**config.mk**
```make
export PLATFORM = sky130hd
export DESIGN_NAME = timeslice_priority_task_scheduler
export DESIGN_NICKNAME = d
export VERILOG_FILES = /design/src/hw/rtl/tpts_pkg.sv /design/src/hw/rtl/tpts_cell.sv /design/src/hw/rtl/timeslice_priority_task_scheduler.sv
export SDC_FILE = /design/constraint.sdc
export NUM_CORES = 2
export LEC_CHECK = 0
export BUFFER_PORTS_ARGS = -buffer_cell sky130_fd_sc_hd__buf_2
export CAP_MARGIN = 20
export CORE_MARGIN = 2
export CORE_UTILIZATION = 60
export CTS_CLUSTER_DIAMETER = 30
export DETAILED_ROUTE_END_ITERATION = 6
export PLACE_DENSITY = 0.76
export REMOVE_ABC_BUFFERS = 1
export SETUP_SLACK_MARGIN = 0.4
export SYNTH_ARGS = -nofsm -noshare
export SYNTH_HDL_FRONTEND = slang
export SYNTH_SLANG_ARGS = --single-unit
```
**constraint.sdc**
```tcl
create_clock -name clk -period 7.6 [get_ports clk]
set_input_delay 0.76 -clock clk [delete_from_list [all_inputs] [get_ports clk]]
set_output_delay 0.76 -clock clk [all_outputs]
set_load 0.02 [all_outputs]
```
**src/hw/rtl/tpts_pkg.sv**
```systemverilog
// Shared types and codes for the timeslice priority task scheduler.
// It depends on nothing. The cells and the top level use it.
package tpts_pkg;

  // Slot indexes travel at the width of the largest table size.
  localparam int unsigned IDX_W = 6;

  localparam logic [1:0] ST_RUN   = 2'd0;
  localparam logic [1:0] ST_SLEEP = 2'd1;
  localparam logic [1:0] ST_EXIT  = 2'd2;

  localparam logic [2:0] OP_TICK    = 3'd0;
  localparam logic [2:0] OP_SLEEP   = 3'd1;
  localparam logic [2:0] OP_CREATE  = 3'd2;
  localparam logic [2:0] OP_EXIT    = 3'd3;
  localparam logic [2:0] OP_SCHED   = 3'd4;
  localparam logic [2:0] OP_RELEASE = 3'd5;

  localparam logic [1:0] STS_OK   = 2'd0;
  localparam logic [1:0] STS_FULL = 2'd1;
  localparam logic [1:0] STS_NOTX = 2'd2;
  localparam logic [1:0] STS_BAD  = 2'd3;

  localparam logic [5:0] MAIN_SLICE = 6'd15;
  localparam logic [9:0] MS_PER_S   = 10'd1000;

  typedef enum logic [3:0] {
    CMD_NONE, CMD_WAKE, CMD_REFILL, CMD_SLEEP, CMD_EXIT,
    CMD_TICKZ, CMD_TICKDEC, CMD_CREATE, CMD_RELEASE
  } cmd_kind_t;

  // Command broadcast to every cell.
  typedef struct packed {
    cmd_kind_t        kind;
    logic [IDX_W-1:0] idx;
    logic [31:0]      now;
    logic [31:0]      wake;
    logic [4:0]       prio;
    logic [4:0]       start;
  } cmd_t;

  // Word handed from one cell to the next along the chain.
  typedef struct packed {
    logic             found;
    logic [5:0]       slice;
    logic [IDX_W-1:0] idx;
    logic             free_found;
    logic [IDX_W-1:0] free_idx;
  } link_t;

endpackage

```
**src/hw/rtl/tpts_cell.sv**
```systemverilog
// One task slot of the scheduler and its stage of the selection chain.
// Depends on tpts_pkg.
module tpts_cell #(
  parameter int unsigned CELL_ID = 0
) (
  input  logic           clk,
  input  logic           rst_n,
  input  tpts_pkg::cmd_t  cmd,
  input  tpts_pkg::link_t link_in,
  output tpts_pkg::link_t link_out,
  output logic           used,
  output logic           le1,
  output logic           exited
);

  localparam logic [tpts_pkg::IDX_W-1:0] MY_ID = tpts_pkg::IDX_W'(CELL_ID);

  logic       used_r;
  logic [1:0] state_r;
  logic [5:0] slice_r;
  logic [31:0] wake_r;
  tpts_pkg::link_t link_r, link_nxt;
  logic hit;

  assign hit = (cmd.idx == MY_ID);

  always_ff @(posedge clk) begin
    if (!rst_n) begin
      used_r  <= (CELL_ID == 0);
      state_r <= tpts_pkg::ST_RUN;
      slice_r <= (CELL_ID == 0) ? tpts_pkg::MAIN_SLICE : 6'd0;
      wake_r  <= 32'd0;
    end else begin
      unique case (cmd.kind)
        tpts_pkg::CMD_WAKE: begin
          if (used_r && state_r != tpts_pkg::ST_EXIT && cmd.now > wake_r)
            state_r <= tpts_pkg::ST_RUN;
        end
        tpts_pkg::CMD_REFILL: begin
          if (used_r) slice_r <= {1'b0, cmd.prio} + {1'b0, slice_r[5:1]};
        end
        tpts_pkg::CMD_SLEEP: begin
          if (hit) begin
            wake_r  <= cmd.wake;
            state_r <= tpts_pkg::ST_SLEEP;
          end
        end
        tpts_pkg::CMD_EXIT: begin
          if (hit) state_r <= tpts_pkg::ST_EXIT;
        end
        tpts_pkg::CMD_TICKZ: begin
          if (hit) slice_r <= 6'd0;
        end
        tpts_pkg::CMD_TICKDEC: begin
          if (hit) slice_r <= slice_r - 6'd1;
        end
        tpts_pkg::CMD_CREATE: begin
          if (hit) begin
            used_r  <= 1'b1;
            state_r <= tpts_pkg::ST_RUN;
            slice_r <= {1'b0, cmd.start};
            wake_r  <= 32'd0;
          end
        end
        tpts_pkg::CMD_RELEASE: begin
          if (hit) begin
            used_r  <= 1'b0;
            state_r <= tpts_pkg::ST_RUN;
            slice_r <= 6'd0;
            wake_r  <= 32'd0;
          end
        end
        default: ;
      endcase
    end
  end

  // Strictly larger wins, so ties stay with the lower slot upstream.
  always_comb begin
    link_nxt = link_in;
    if (used_r && state_r == tpts_pkg::ST_RUN &&
        (!link_in.found || slice_r > link_in.slice)) begin
      link_nxt.found = 1'b1;
      link_nxt.slice = slice_r;
      link_nxt.idx   = MY_ID;
    end
    if (!link_in.free_found && !used_r && CELL_ID != 0) begin
      link_nxt.free_found = 1'b1;
      link_nxt.free_idx   = MY_ID;
    end
  end

  always_ff @(posedge clk) begin
    link_r <= link_nxt;
  end

  assign link_out = link_r;
  assign used     = used_r;
  assign le1      = (slice_r <= 6'd1);
  assign exited   = used_r && (state_r == tpts_pkg::ST_EXIT);

endmodule

```
**src/hw/rtl/timeslice_priority_task_scheduler.sv**
```systemverilog
// A create or a schedule pass waits for the cell chain walk, and a pass walks
// the chain again after a refill; other items do not walk the chain.
// Throughput: one word at a time; the next is taken once a result is stored.
// Reset (rst_n, synchronous, active low) restores slot 0 as the main task
// with slice fifteen and both registers to fifteen; no clearing pass.
// Depends on tpts_pkg and tpts_cell.
module timeslice_priority_task_scheduler #(
  parameter int unsigned NUM_SLOTS = 16
) (
  input  logic        clk,
  input  logic        rst_n,
  input  logic        in_tvalid,
  output logic        in_tready,
  // now_ms[31:0], sleep_seconds[47:32], release_slot[51:48], zero[55:52]
  input  logic [55:0] in_tdata,
  // opcode[2:0]
  input  logic [2:0]  in_tuser,
  output logic        out_tvalid,
  input  logic        out_tready,
  // current_task[3:0], scheduled[4], created_slot[8:5], status[10:9], zero[15:11]
  output logic [15:0] out_tdata,
  input  logic        cfg_valid,
  output logic        cfg_ready,
  input  logic        cfg_index,
  input  logic [4:0]  cfg_data
);

  localparam int unsigned SW = $clog2(NUM_SLOTS);
  localparam int unsigned CW = $clog2(NUM_SLOTS + 2);

  typedef enum logic [2:0] {
    S_IDLE, S_EXEC, S_WAKE, S_SCAN, S_REFILL, S_CREATE, S_DONE
  } seq_t;

  seq_t state_r;
  logic [2:0]  op_r;
  logic [31:0] now_r;
  logic [15:0] sec_r;
  logic [3:0]  rel_r;
  logic [4:0]  prio_r, start_r;
  logic [SW-1:0] running_r;
  logic [CW-1:0] cnt_r;
  logic create_r, pass2_r;
  logic sched_r;
  logic [SW-1:0] created_r;
  logic [1:0]  status_r;
  logic [SW-1:0] free_r;
  logic out_valid_r;
  logic [15:0] out_data_r;

  tpts_pkg::cmd_t cmd;
  tpts_pkg::link_t links [0:NUM_SLOTS];
  logic [NUM_SLOTS-1:0] used_vec, le1_vec, exu_vec;
  logic [25:0] prod;
  logic [SW+3:0] rel_ext, cur_ext, crt_ext;
  logic rel_ok;
  tpts_pkg::link_t last;

  assign links[0] = '0;
  assign last     = links[NUM_SLOTS];

  // One cell per slot; each cell registers its link word, so the chain result
  // settles only after the slot state stops changing.
  for (genvar g = 0; g < NUM_SLOTS; g++) begin : g_cell
    tpts_cell #(.CELL_ID(g)) u_cell (
      .clk(clk), .rst_n(rst_n), .cmd(cmd),
      .link_in(links[g]), .link_out(links[g+1]),
      .used(used_vec[g]), .le1(le1_vec[g]), .exited(exu_vec[g])
    );
  end

  assign prod    = 26'(sec_r) * 26'(tpts_pkg::MS_PER_S);
  assign rel_ext = {{SW{1'b0}}, rel_r};
  assign rel_ok  = (rel_r != 4'd0) && (32'(rel_r) < NUM_SLOTS);

  // Command to the cells, worked out from the sequencer state.
  always_comb begin
    cmd       = '0;
    cmd.kind  = tpts_pkg::CMD_NONE;
    cmd.idx   = tpts_pkg::IDX_W'(running_r);
    cmd.now   = now_r;
    cmd.wake  = now_r + 32'(prod);
    cmd.prio  = prio_r;
    cmd.start = start_r;
    unique case (state_r)
      S_EXEC: begin
        unique case (op_r)
          tpts_pkg::OP_TICK:
            cmd.kind = le1_vec[running_r] ? tpts_pkg::CMD_TICKZ : tpts_pkg::CMD_TICKDEC;
          tpts_pkg::OP_SLEEP: cmd.kind = tpts_pkg::CMD_SLEEP;
          tpts_pkg::OP_EXIT:  cmd.kind = tpts_pkg::CMD_EXIT;
          tpts_pkg::OP_RELEASE: begin
            cmd.idx = tpts_pkg::IDX_W'(rel_r);
            if (rel_ok && exu_vec[rel_ext[SW-1:0]]) cmd.kind = tpts_pkg::CMD_RELEASE;
          end
          default: ;
        endcase
      end
      S_WAKE:   cmd.kind = tpts_pkg::CMD_WAKE;
      S_REFILL: cmd.kind = tpts_pkg::CMD_REFILL;
      S_CREATE: begin
        cmd.kind = tpts_pkg::CMD_CREATE;
        cmd.idx  = tpts_pkg::IDX_W'(free_r);
      end
      default: ;
    endcase
  end

  assign cfg_ready = 1'b1;

  always_ff @(posedge clk) begin
    if (!rst_n) begin
      prio_r  <= 5'd15;
      start_r <= 5'd15;
    end else if (cfg_valid) begin
      if (cfg_index == 1'b0) prio_r  <= cfg_data;
      else                   start_r <= cfg_data;
    end
  end

  assign cur_ext = {4'd0, running_r};
  assign crt_ext = {4'd0, created_r};

  // Sequencer: apply the item, wake, walk the chain and refill as needed.
  always_ff @(posedge clk) begin
    if (!rst_n) begin
      state_r     <= S_IDLE;
      running_r   <= '0;
      out_valid_r <= 1'b0;
      cnt_r       <= '0;
      create_r    <= 1'b0;
      pass2_r     <= 1'b0;
    end else begin
      // In S_DONE the output register is handled by that state alone.
      if (out_valid_r && out_tready && state_r != S_DONE) out_valid_r <= 1'b0;
      unique case (state_r)
        S_IDLE: begin
          if (in_tvalid) begin
            op_r      <= in_tuser;
            now_r     <= in_tdata[31:0];
            sec_r     <= in_tdata[47:32];
            rel_r     <= in_tdata[51:48];
            sched_r   <= 1'b0;
            created_r <= '0;
            status_r  <= tpts_pkg::STS_OK;
            create_r  <= 1'b0;
            pass2_r   <= 1'b0;
            state_r   <= S_EXEC;
          end
        end
        S_EXEC: begin
          cnt_r <= '0;
          unique case (op_r)
            tpts_pkg::OP_TICK: begin
              sched_r <= le1_vec[running_r];
              state_r <= le1_vec[running_r] ? S_WAKE : S_DONE;
            end
            tpts_pkg::OP_SLEEP, tpts_pkg::OP_EXIT, tpts_pkg::OP_SCHED: begin
              sched_r <= 1'b1;
              state_r <= S_WAKE;
            end
            tpts_pkg::OP_CREATE: begin
              create_r <= 1'b1;
              state_r  <= S_SCAN;
            end
            tpts_pkg::OP_RELEASE: begin
              if (!rel_ok) status_r <= tpts_pkg::STS_BAD;
              else if (!exu_vec[rel_ext[SW-1:0]]) status_r <= tpts_pkg::STS_NOTX;
              state_r <= S_DONE;
            end
            default: begin
              status_r <= tpts_pkg::STS_BAD;
              state_r  <= S_DONE;
            end
          endcase
        end
        S_WAKE, S_REFILL: begin
          cnt_r   <= '0;
          state_r <= S_SCAN;
        end
        S_SCAN: begin
          if (cnt_r == CW'(NUM_SLOTS)) begin
            if (create_r) begin
              if (last.free_found) begin
                free_r    <= last.free_idx[SW-1:0];
                created_r <= last.free_idx[SW-1:0];
                state_r   <= S_CREATE;
              end else begin
                status_r <= tpts_pkg::STS_FULL;
                state_r  <= S_DONE;
              end
            end else if (!pass2_r && last.found && last.slice == 6'd0) begin
              pass2_r <= 1'b1;
              state_r <= S_REFILL;
            end else begin
              running_r <= last.found ? last.idx[SW-1:0] : '0;
              state_r   <= S_DONE;
            end
          end else begin
            cnt_r <= cnt_r + CW'(1);
          end
        end
        S_CREATE: state_r <= S_DONE;
        S_DONE: begin
          if (!out_valid_r || out_tready) begin
            out_valid_r <= 1'b1;
            out_data_r  <= {5'd0, status_r, crt_ext[3:0], sched_r, cur_ext[3:0]};
            state_r     <= S_IDLE;
          end
        end
        default: state_r <= S_IDLE;
      endcase
    end
  end

  assign in_tready  = (state_r == S_IDLE);
  assign out_tvalid = out_valid_r;
  assign out_tdata  = out_data_r;

  a_run_range: assert property (@(posedge clk) disable iff (!rst_n)
    32'(running_r) < NUM_SLOTS) else $error("running slot out of range");
  a_main_used: assert property (@(posedge clk) disable iff (!rst_n)
    used_vec[0]) else $error("main slot lost");
  a_one_item: assert property (@(posedge clk) disable iff (!rst_n)
    (in_tvalid && in_tready) |=> !in_tready) else $error("second word taken early");
  a_create_free: assert property (@(posedge clk) disable iff (!rst_n)
    (state_r == S_CREATE) |-> !used_vec[free_r]) else $error("create on used slot");

endmodule

```
==> Word-level counts from Yosys, hierarchy flattened <==
Cells that the tools add are included.
{ "classes": {"multipliers": 1, "addsub": 34, "n_eq_ne": 225, "reduce_logical": 271, "n_bitwise": 3, "muxes": 320, "magnitude_cmp": 49} }
{ "ops": {"columns": ["cell", "n"], "rows": [
  ["2-to-1 mux 32 bit", 32],
  ["case mux 32 bit (2 select lines)", 16],
  ["> comparator 32 bit", 16],
  ["2-to-1 mux 6 bit", 64],
  ["case mux 6 bit (4 select lines)", 16],
  ["!= test 2 x 1 -> 1 bit (second input constant)", 146],
  ["2-to-1 mux 12 bit", 15],
  ["AND reduction 5 bit", 34],
  ["2-to-1 mux 2 bit", 73],
  ["case mux 2 bit (4 select lines)", 16],
  ["AND reduction 3 bit", 36],
  ["logical AND 1 bit", 98],
  ["adder 5 x 5 -> 6 bit", 16],
  ["<= comparator 6 x 1 -> 1 bit (second input constant)", 16],
  ["subtractor 6 x 1 -> 6 bit (second input constant)", 16],
  ["> comparator 6 bit", 15],
  ["!= test 2 bit (second input constant)", 25],
  ["== test 6 x 4 -> 1 bit (second input constant)", 8],
  ["zero test 1 bit", 45],
  ["2-to-1 mux 1 bit", 42],
  ["case mux 1 bit (2 select lines)", 20],
  ["adder 32 x 26 -> 32 bit", 1],
  ["== test 2 bit (second input constant)", 16],
  ["zero test 2 bit", 16],
  ["other kinds (45)", 105]
]} }
{ "totals": {"inputBits": 70, "wordCells": 1062, "ff_bits": 1039} }

==> Longest topological paths before layout <==
{ "depth": {"ltp_word": 12, "depth_mapped": 26, "ltp_nobuf": 25} }

==> By module <==
Synthesis repeated with hierarchy kept, for this count alone.
{ "unflattened": {"hier_cells": 7857, "area_unflattened_um2": 66356.1} }
{ "by_module_without_submodules": {"columns": ["module", "area_each_um2", "n_inst", "cells_each"], "rows": [
  ["tpts_cell at g_cell[10].u_cell ...", 3522.1, 3, 434],
  ["timeslice_priority_task_scheduler", 8204.1, 1, 791],
  ["tpts_cell at g_cell[13].u_cell ...", 3883.7, 2, 468],
  ["tpts_cell at g_cell[11].u_cell ...", 3616.0, 2, 437],
  ["tpts_cell at g_cell[1].u_cell ...", 3519.6, 2, 434],
  ["tpts_cell at g_cell[9].u_cell", 4008.8, 1, 483],
  ["tpts_cell at g_cell[8].u_cell", 3671.0, 1, 435],
  ["tpts_cell at g_cell[15].u_cell", 3617.2, 1, 436],
  ["tpts_cell at g_cell[0].u_cell", 3604.7, 1, 427],
  ["tpts_cell at g_cell[3].u_cell", 3604.7, 1, 435],
  ["tpts_cell at g_cell[4].u_cell", 3522.1, 1, 435],
  ["tpts_cell at g_cell[12].u_cell", 3518.4, 1, 435]
]} }

==> Worst setup path after synthesis <==
OpenSTA, ideal clock, no wires.
{ "synth_path": {"path_kind": "register to register", "startpoint": "reg sec_r[2]", "endpoint": "reg g_cell[14].u_cell.wake_r[30]", "setup_time_ns": 0.134, "arrival_time_ns": 6.513, "path_stages_with_launch": 26, "slack_ns": 0.953, "cell_sequence": "edfxtp_1 > inv_1 > fa_1 > fa_1 > fa_1 > fa_1 > inv_1 > ha_1 > a211o_1 > o211ai_1 > a31oi_1 > o41ai_1 > o21ai_0 > or4_1 > nand2_1 > xnor2_1 > ha_1 > and2_1 > nand3_1 > or4b_1 > a41oi_2 > nand3_1 > xnor2_1 > nand2_1 > clkbuf_1 > o32ai_1"} }
{ "synth_between": {"elab_chain_cells": 4} }
{ "synth_lines": {"columns": ["item", "line", "rtl"], "rows": [
  ["start: declaration", "timeslice_priority_task_scheduler.sv:38", "logic [15:0] sec_r;"],
  ["start signal: assignment", "timeslice_priority_task_scheduler.sv:141", "sec_r <= in_tdata[47:32];"],
  ["multiplier 16 x 7 -> 23 bit", "timeslice_priority_task_scheduler.sv:72", "assign prod = 26'(sec_r) * 26'(tpts_pkg::MS_PER_S);"],
  ["adder 32 x 26 -> 32 bit", "timeslice_priority_task_scheduler.sv:82", "cmd.wake = now_r + 32'(prod);"],
  ["2-to-1 mux 32 bit", "tpts_cell.sv:43", "if (hit) begin"],
  ["case mux 32 bit (2 select lines)", "tpts_cell.sv:34", "unique case (cmd.kind)"],
  ["end signal: assignment", "tpts_cell.sv:44", "wake_r <= cmd.wake;"],
  ["end: declaration", "tpts_cell.sv:21", "logic [31:0] wake_r;"]
]} }
Every way passes these cells. The select of a mux whose other input is x is not followed.
A chain may end at the register's enable or synchronous reset.

==> Worst setup path after layout <==
{ "layout_path": {"startpoint": "reg sec_r[1]", "endpoint": "reg g_cell[11].u_cell.wake_r[28]"} }
{ "layout_between": {"elab_chain_cells": 4} }
{ "layout_lines": {"columns": ["item", "line"], "rows": [
  ["multiplier 16 x 7 -> 23 bit", "timeslice_priority_task_scheduler.sv:72"],
  ["adder 32 x 26 -> 32 bit", "timeslice_priority_task_scheduler.sv:82"],
  ["2-to-1 mux 32 bit", "tpts_cell.sv:43"],
  ["case mux 32 bit (2 select lines)", "tpts_cell.sv:34"],
  ["end signal: assignment", "tpts_cell.sv:44"],
  ["end: declaration", "tpts_cell.sv:21"]
]} }
Every way passes these cells. The select of a mux whose other input is x is not followed.

==> run_results.csv <==
group,metric,value,unit
critical_path,path_class,"flip-flop to flip-flop",
routing,viasPerCell,6.14,
cells_and_area,final_net_count,7929,
placed_design,dpl.hpwl,121,mm
synth,ys_ff_latch,982,
sta,post-route-min-period,7.09,ns
synth,synth.avg_cell_area,8.56,µm²
critical_path,critPathRequiredTime,8.30,ns
cells_and_area,final-seq-area,20400,µm²
power_and_ir_drop,cellPowerDensity,361,nW/µm²
synth,ys_types,101,
critical_path,cp.arrival,7.79,ns
sta,tns,0,ns
cells_and_area,stdcell_count,8457,
sta,period_share,93.3,%
synth,synth-async-reset-ratio,0,%
die,num_rows,114,
die,dieArea,99800,µm²
synth,yosysWarnings,0,
cells_and_area,multi_input_area,33900,µm²
global_route,grt_usage,36.5,%
routing,drc,0,
placed_design,place_inst,8030,
die,die_h,316,µm
synth,syn_area,58400,µm²
sta,rsz0062_at_grt,"yes",
power_and_ir_drop,peakVddDrop,835,µV
critical_path,cp_slowest_cell,"fa_1",
clocking,cts_hold_buf,0,
cells_and_area,mostFrequentLayoutCells,"dfxtp_1, ha_1, inv_1",
sta,hold_viol,0,
routing,drt_iter0_markers,5280,
clocking,htreeDepth,4,
cells_and_area,fillers,7282,
synth,syn_inst,6824,
critical_path,critPathCaptureType,"flip-flop",
sta,drv_slew,0,
routing,drt_pre_antenna_iters,7,
clocking,path_clk_slew,0.05,ns
synth,synth_top_cells_by_area,"dfxtp_1, ha_1, inv_1, a21oi_1, nand2_1",
die,core,96600,µm²
critical_path,slowest_delay,0.55,ns
cells_and_area,area_growth,16.5,%
clocking,clkSinkCount,982,
clocking,clk_path_buf_depth,3,
global_route,grt.overflow.total,0,
power_and_ir_drop,static-leakage-power,27.4,nW
die,io_pins,89,
global_route,grt_pass1_vias,50400,
routing,drt-total-wl,185,mm
sta,setup_viol,0,
power_and_ir_drop,p_total,24.6,mW
clocking,clockRootBuffer,"clkbuf_16",
synth,yosysTopAreaCellShare,31.0,%
synth,synth_largest_area_cell,"dfxtp_1",
sta,fmax,141,MHz
routing,antenna_left,0,
sta,fin_worst_skew,0.0439,ns
global_route,antenna_found_initial,5,
critical_path,critical_path.max_fanout,15,
critical_path,critPathLaunchType,"flip-flop",
sta,worstMarginPinSlew,1.25,ns
clocking,cts_tree,"done",
routing,dr_total_vias,52000,
critical_path,cpMostUsedCell,"fa_1",
job,maxCapViolations,0,
global_route,grt_pass1_wl,283,mm
synth,synthFlopType,"dfxtp_1",
synth,synth_edf_count,77,
placed_design,port-buffer-count,78,
hold_path,holdPathStages,1,
outcome,outcome,"finished clean",
global_route,grt_start_max_net_pins,193,
clocking,cts_buffers,211,
die,start_util,60.5,%
cells_and_area,drive_gt1_share,11.7,%
routing,wl_per_cell,21.9,µm
synth,ys_seq_area_share,35.0,%
hold_path,hold_path_class,"input pin to flip-flop",
placed_design,gp_congestion,0.966,
critical_path,reg2reg_depth,25,
clocking,worstSkewPairLatency,0.81,ns
sta,max-slew-margin-rel,16.0,%
cells_and_area,final_common_cell,"dfxtp_1",
die,die_x,316,µm
-- per-stage QoR --
step	hold slack [ns]	setup WS, ns	utilization, %	area [µm²]
6_report	0.133	0.512	70.5	68100
4_1_cts	0.112	0.427	70.1	67700
3_5_place_dp	0.366	0.207	62.2	60100
2_1_floorplan	0.344	-4.68	-	57100
5_1_grt	0.117	0.310	70.5	68000
3_3_place_gp	0.362	0.440	62.2	60100
-- cells by family (layout without fill, tap and decap cells) --
group | after synthesis | after routing | synth area share (%)
flip-flops | 982 | 982 | 35.0
buffers and inverters | 1072 | 1424 | 7.44
adder cells (fa/ha/maj) | 863 | 863 | 19.4
other | 2 | 7 | 0.0129
XOR/XNOR | 123 | 123 | 1.84
multiplexers | 117 | 117 | 2.25
AND/OR/NAND/NOR | 1991 | 1991 | 16.2
AO/OA/AOI/OAI | 1674 | 1674 | 17.9
-- Yosys cell counts (62+ instances only) --
master / n
a21oi_1: 582
or2_2: 62
o22ai_1: 67
nor3_1: 78
edfxtp_1: 77
a21o_1: 130
clkbuf_1: 130
nor2b_1: 109
nor2_1: 330
nand2_1: 745
fa_1: 71
nand3_1: 317
inv_1: 793
dfxtp_1: 905
nand4_1: 114
nand2b_1: 72
o21ai_0: 360
xnor2_1: 90
ha_1: 792
buf_2: 84
-- report_power, final --
part	total (mW)	switching, mW	internal [mW]
registers	5.49	0.106	5.39
clock network	9.60	3.15	6.44
logic	9.50	6.83	2.66
total	24.6	10.1	14.5
-- worst max-delay path, delay by kind of cell, from the launching register on --
kind,cells,cell delay [ns]
AO/OA/AOI/OAI,7,1.60
XOR/XNOR,2,0.28
adder cells (fa/ha/maj),6,2.66
buffers and inverters,3,0.35
flip-flops,1,0.49
AND/OR/NAND/NOR,7,1.64
-- final timing paths --
path | start | slack, ns | endpoint
hold / removal | in_tdata[5] | 0.13 | now_r[5]
setup reg to reg | sec_r[1] | 0.51 | g_cell[11].u_cell.wake_r[28]
hold reg to reg | g_cell[1].u_cell.link_out[0] | 0.38 | g_cell[2].u_cell.link_out[0]
setup / recovery | sec_r[1] | 0.51 | g_cell[11].u_cell.wake_r[28]
-- routing by layer --
layer  GRT usage [%]  share of wire (%)  up-vias
li1                -                  -    24200
met1            43.8                 39    24500
met2            58.4                 45     2498
met3            7.75                8.8      745
met4            25.5                7.6        6
met5               0              0.019        -
-- layout make-up --
type,instances,area share (%)
clock buffer,266,8.70
sequential,982,30.0
tap,1276,2.35
timing repair buffer,230,2.36
inverter,797,4.41
clock inverter,131,2.41
antenna,1,0.00368
multi-input combinational,4774,49.8
-- what timing repair did --
| item | 4_1_cts | 5_1_grt |
|---|---|---|
| pin swaps | 2 | 5 |
| buffers inserted | 1 | 19 |
| gates cloned | 0 | 1 |
| gates resized for setup | 2 | 35 |
| setup endpoints to repair | 64 | 122 |
-- flip-flops by register name, summed over array words and instances (netlist names), 5 cells and up --
| signal | cells |
|---|---|
| g_cell.u_cell.wake_r | 512 |
| out_tdata | 11 |
| sec_r | 16 |
| prio_r | 5 |
| g_cell.u_cell.state_r | 32 |
| g_cell.u_cell.link_out | 224 |
| start_r | 5 |
| g_cell.u_cell.slice_r | 96 |
| now_r | 32 |
| cnt_r | 5 |
| g_cell.u_cell.used | 16 |
(Power assumes the default switching activity.)
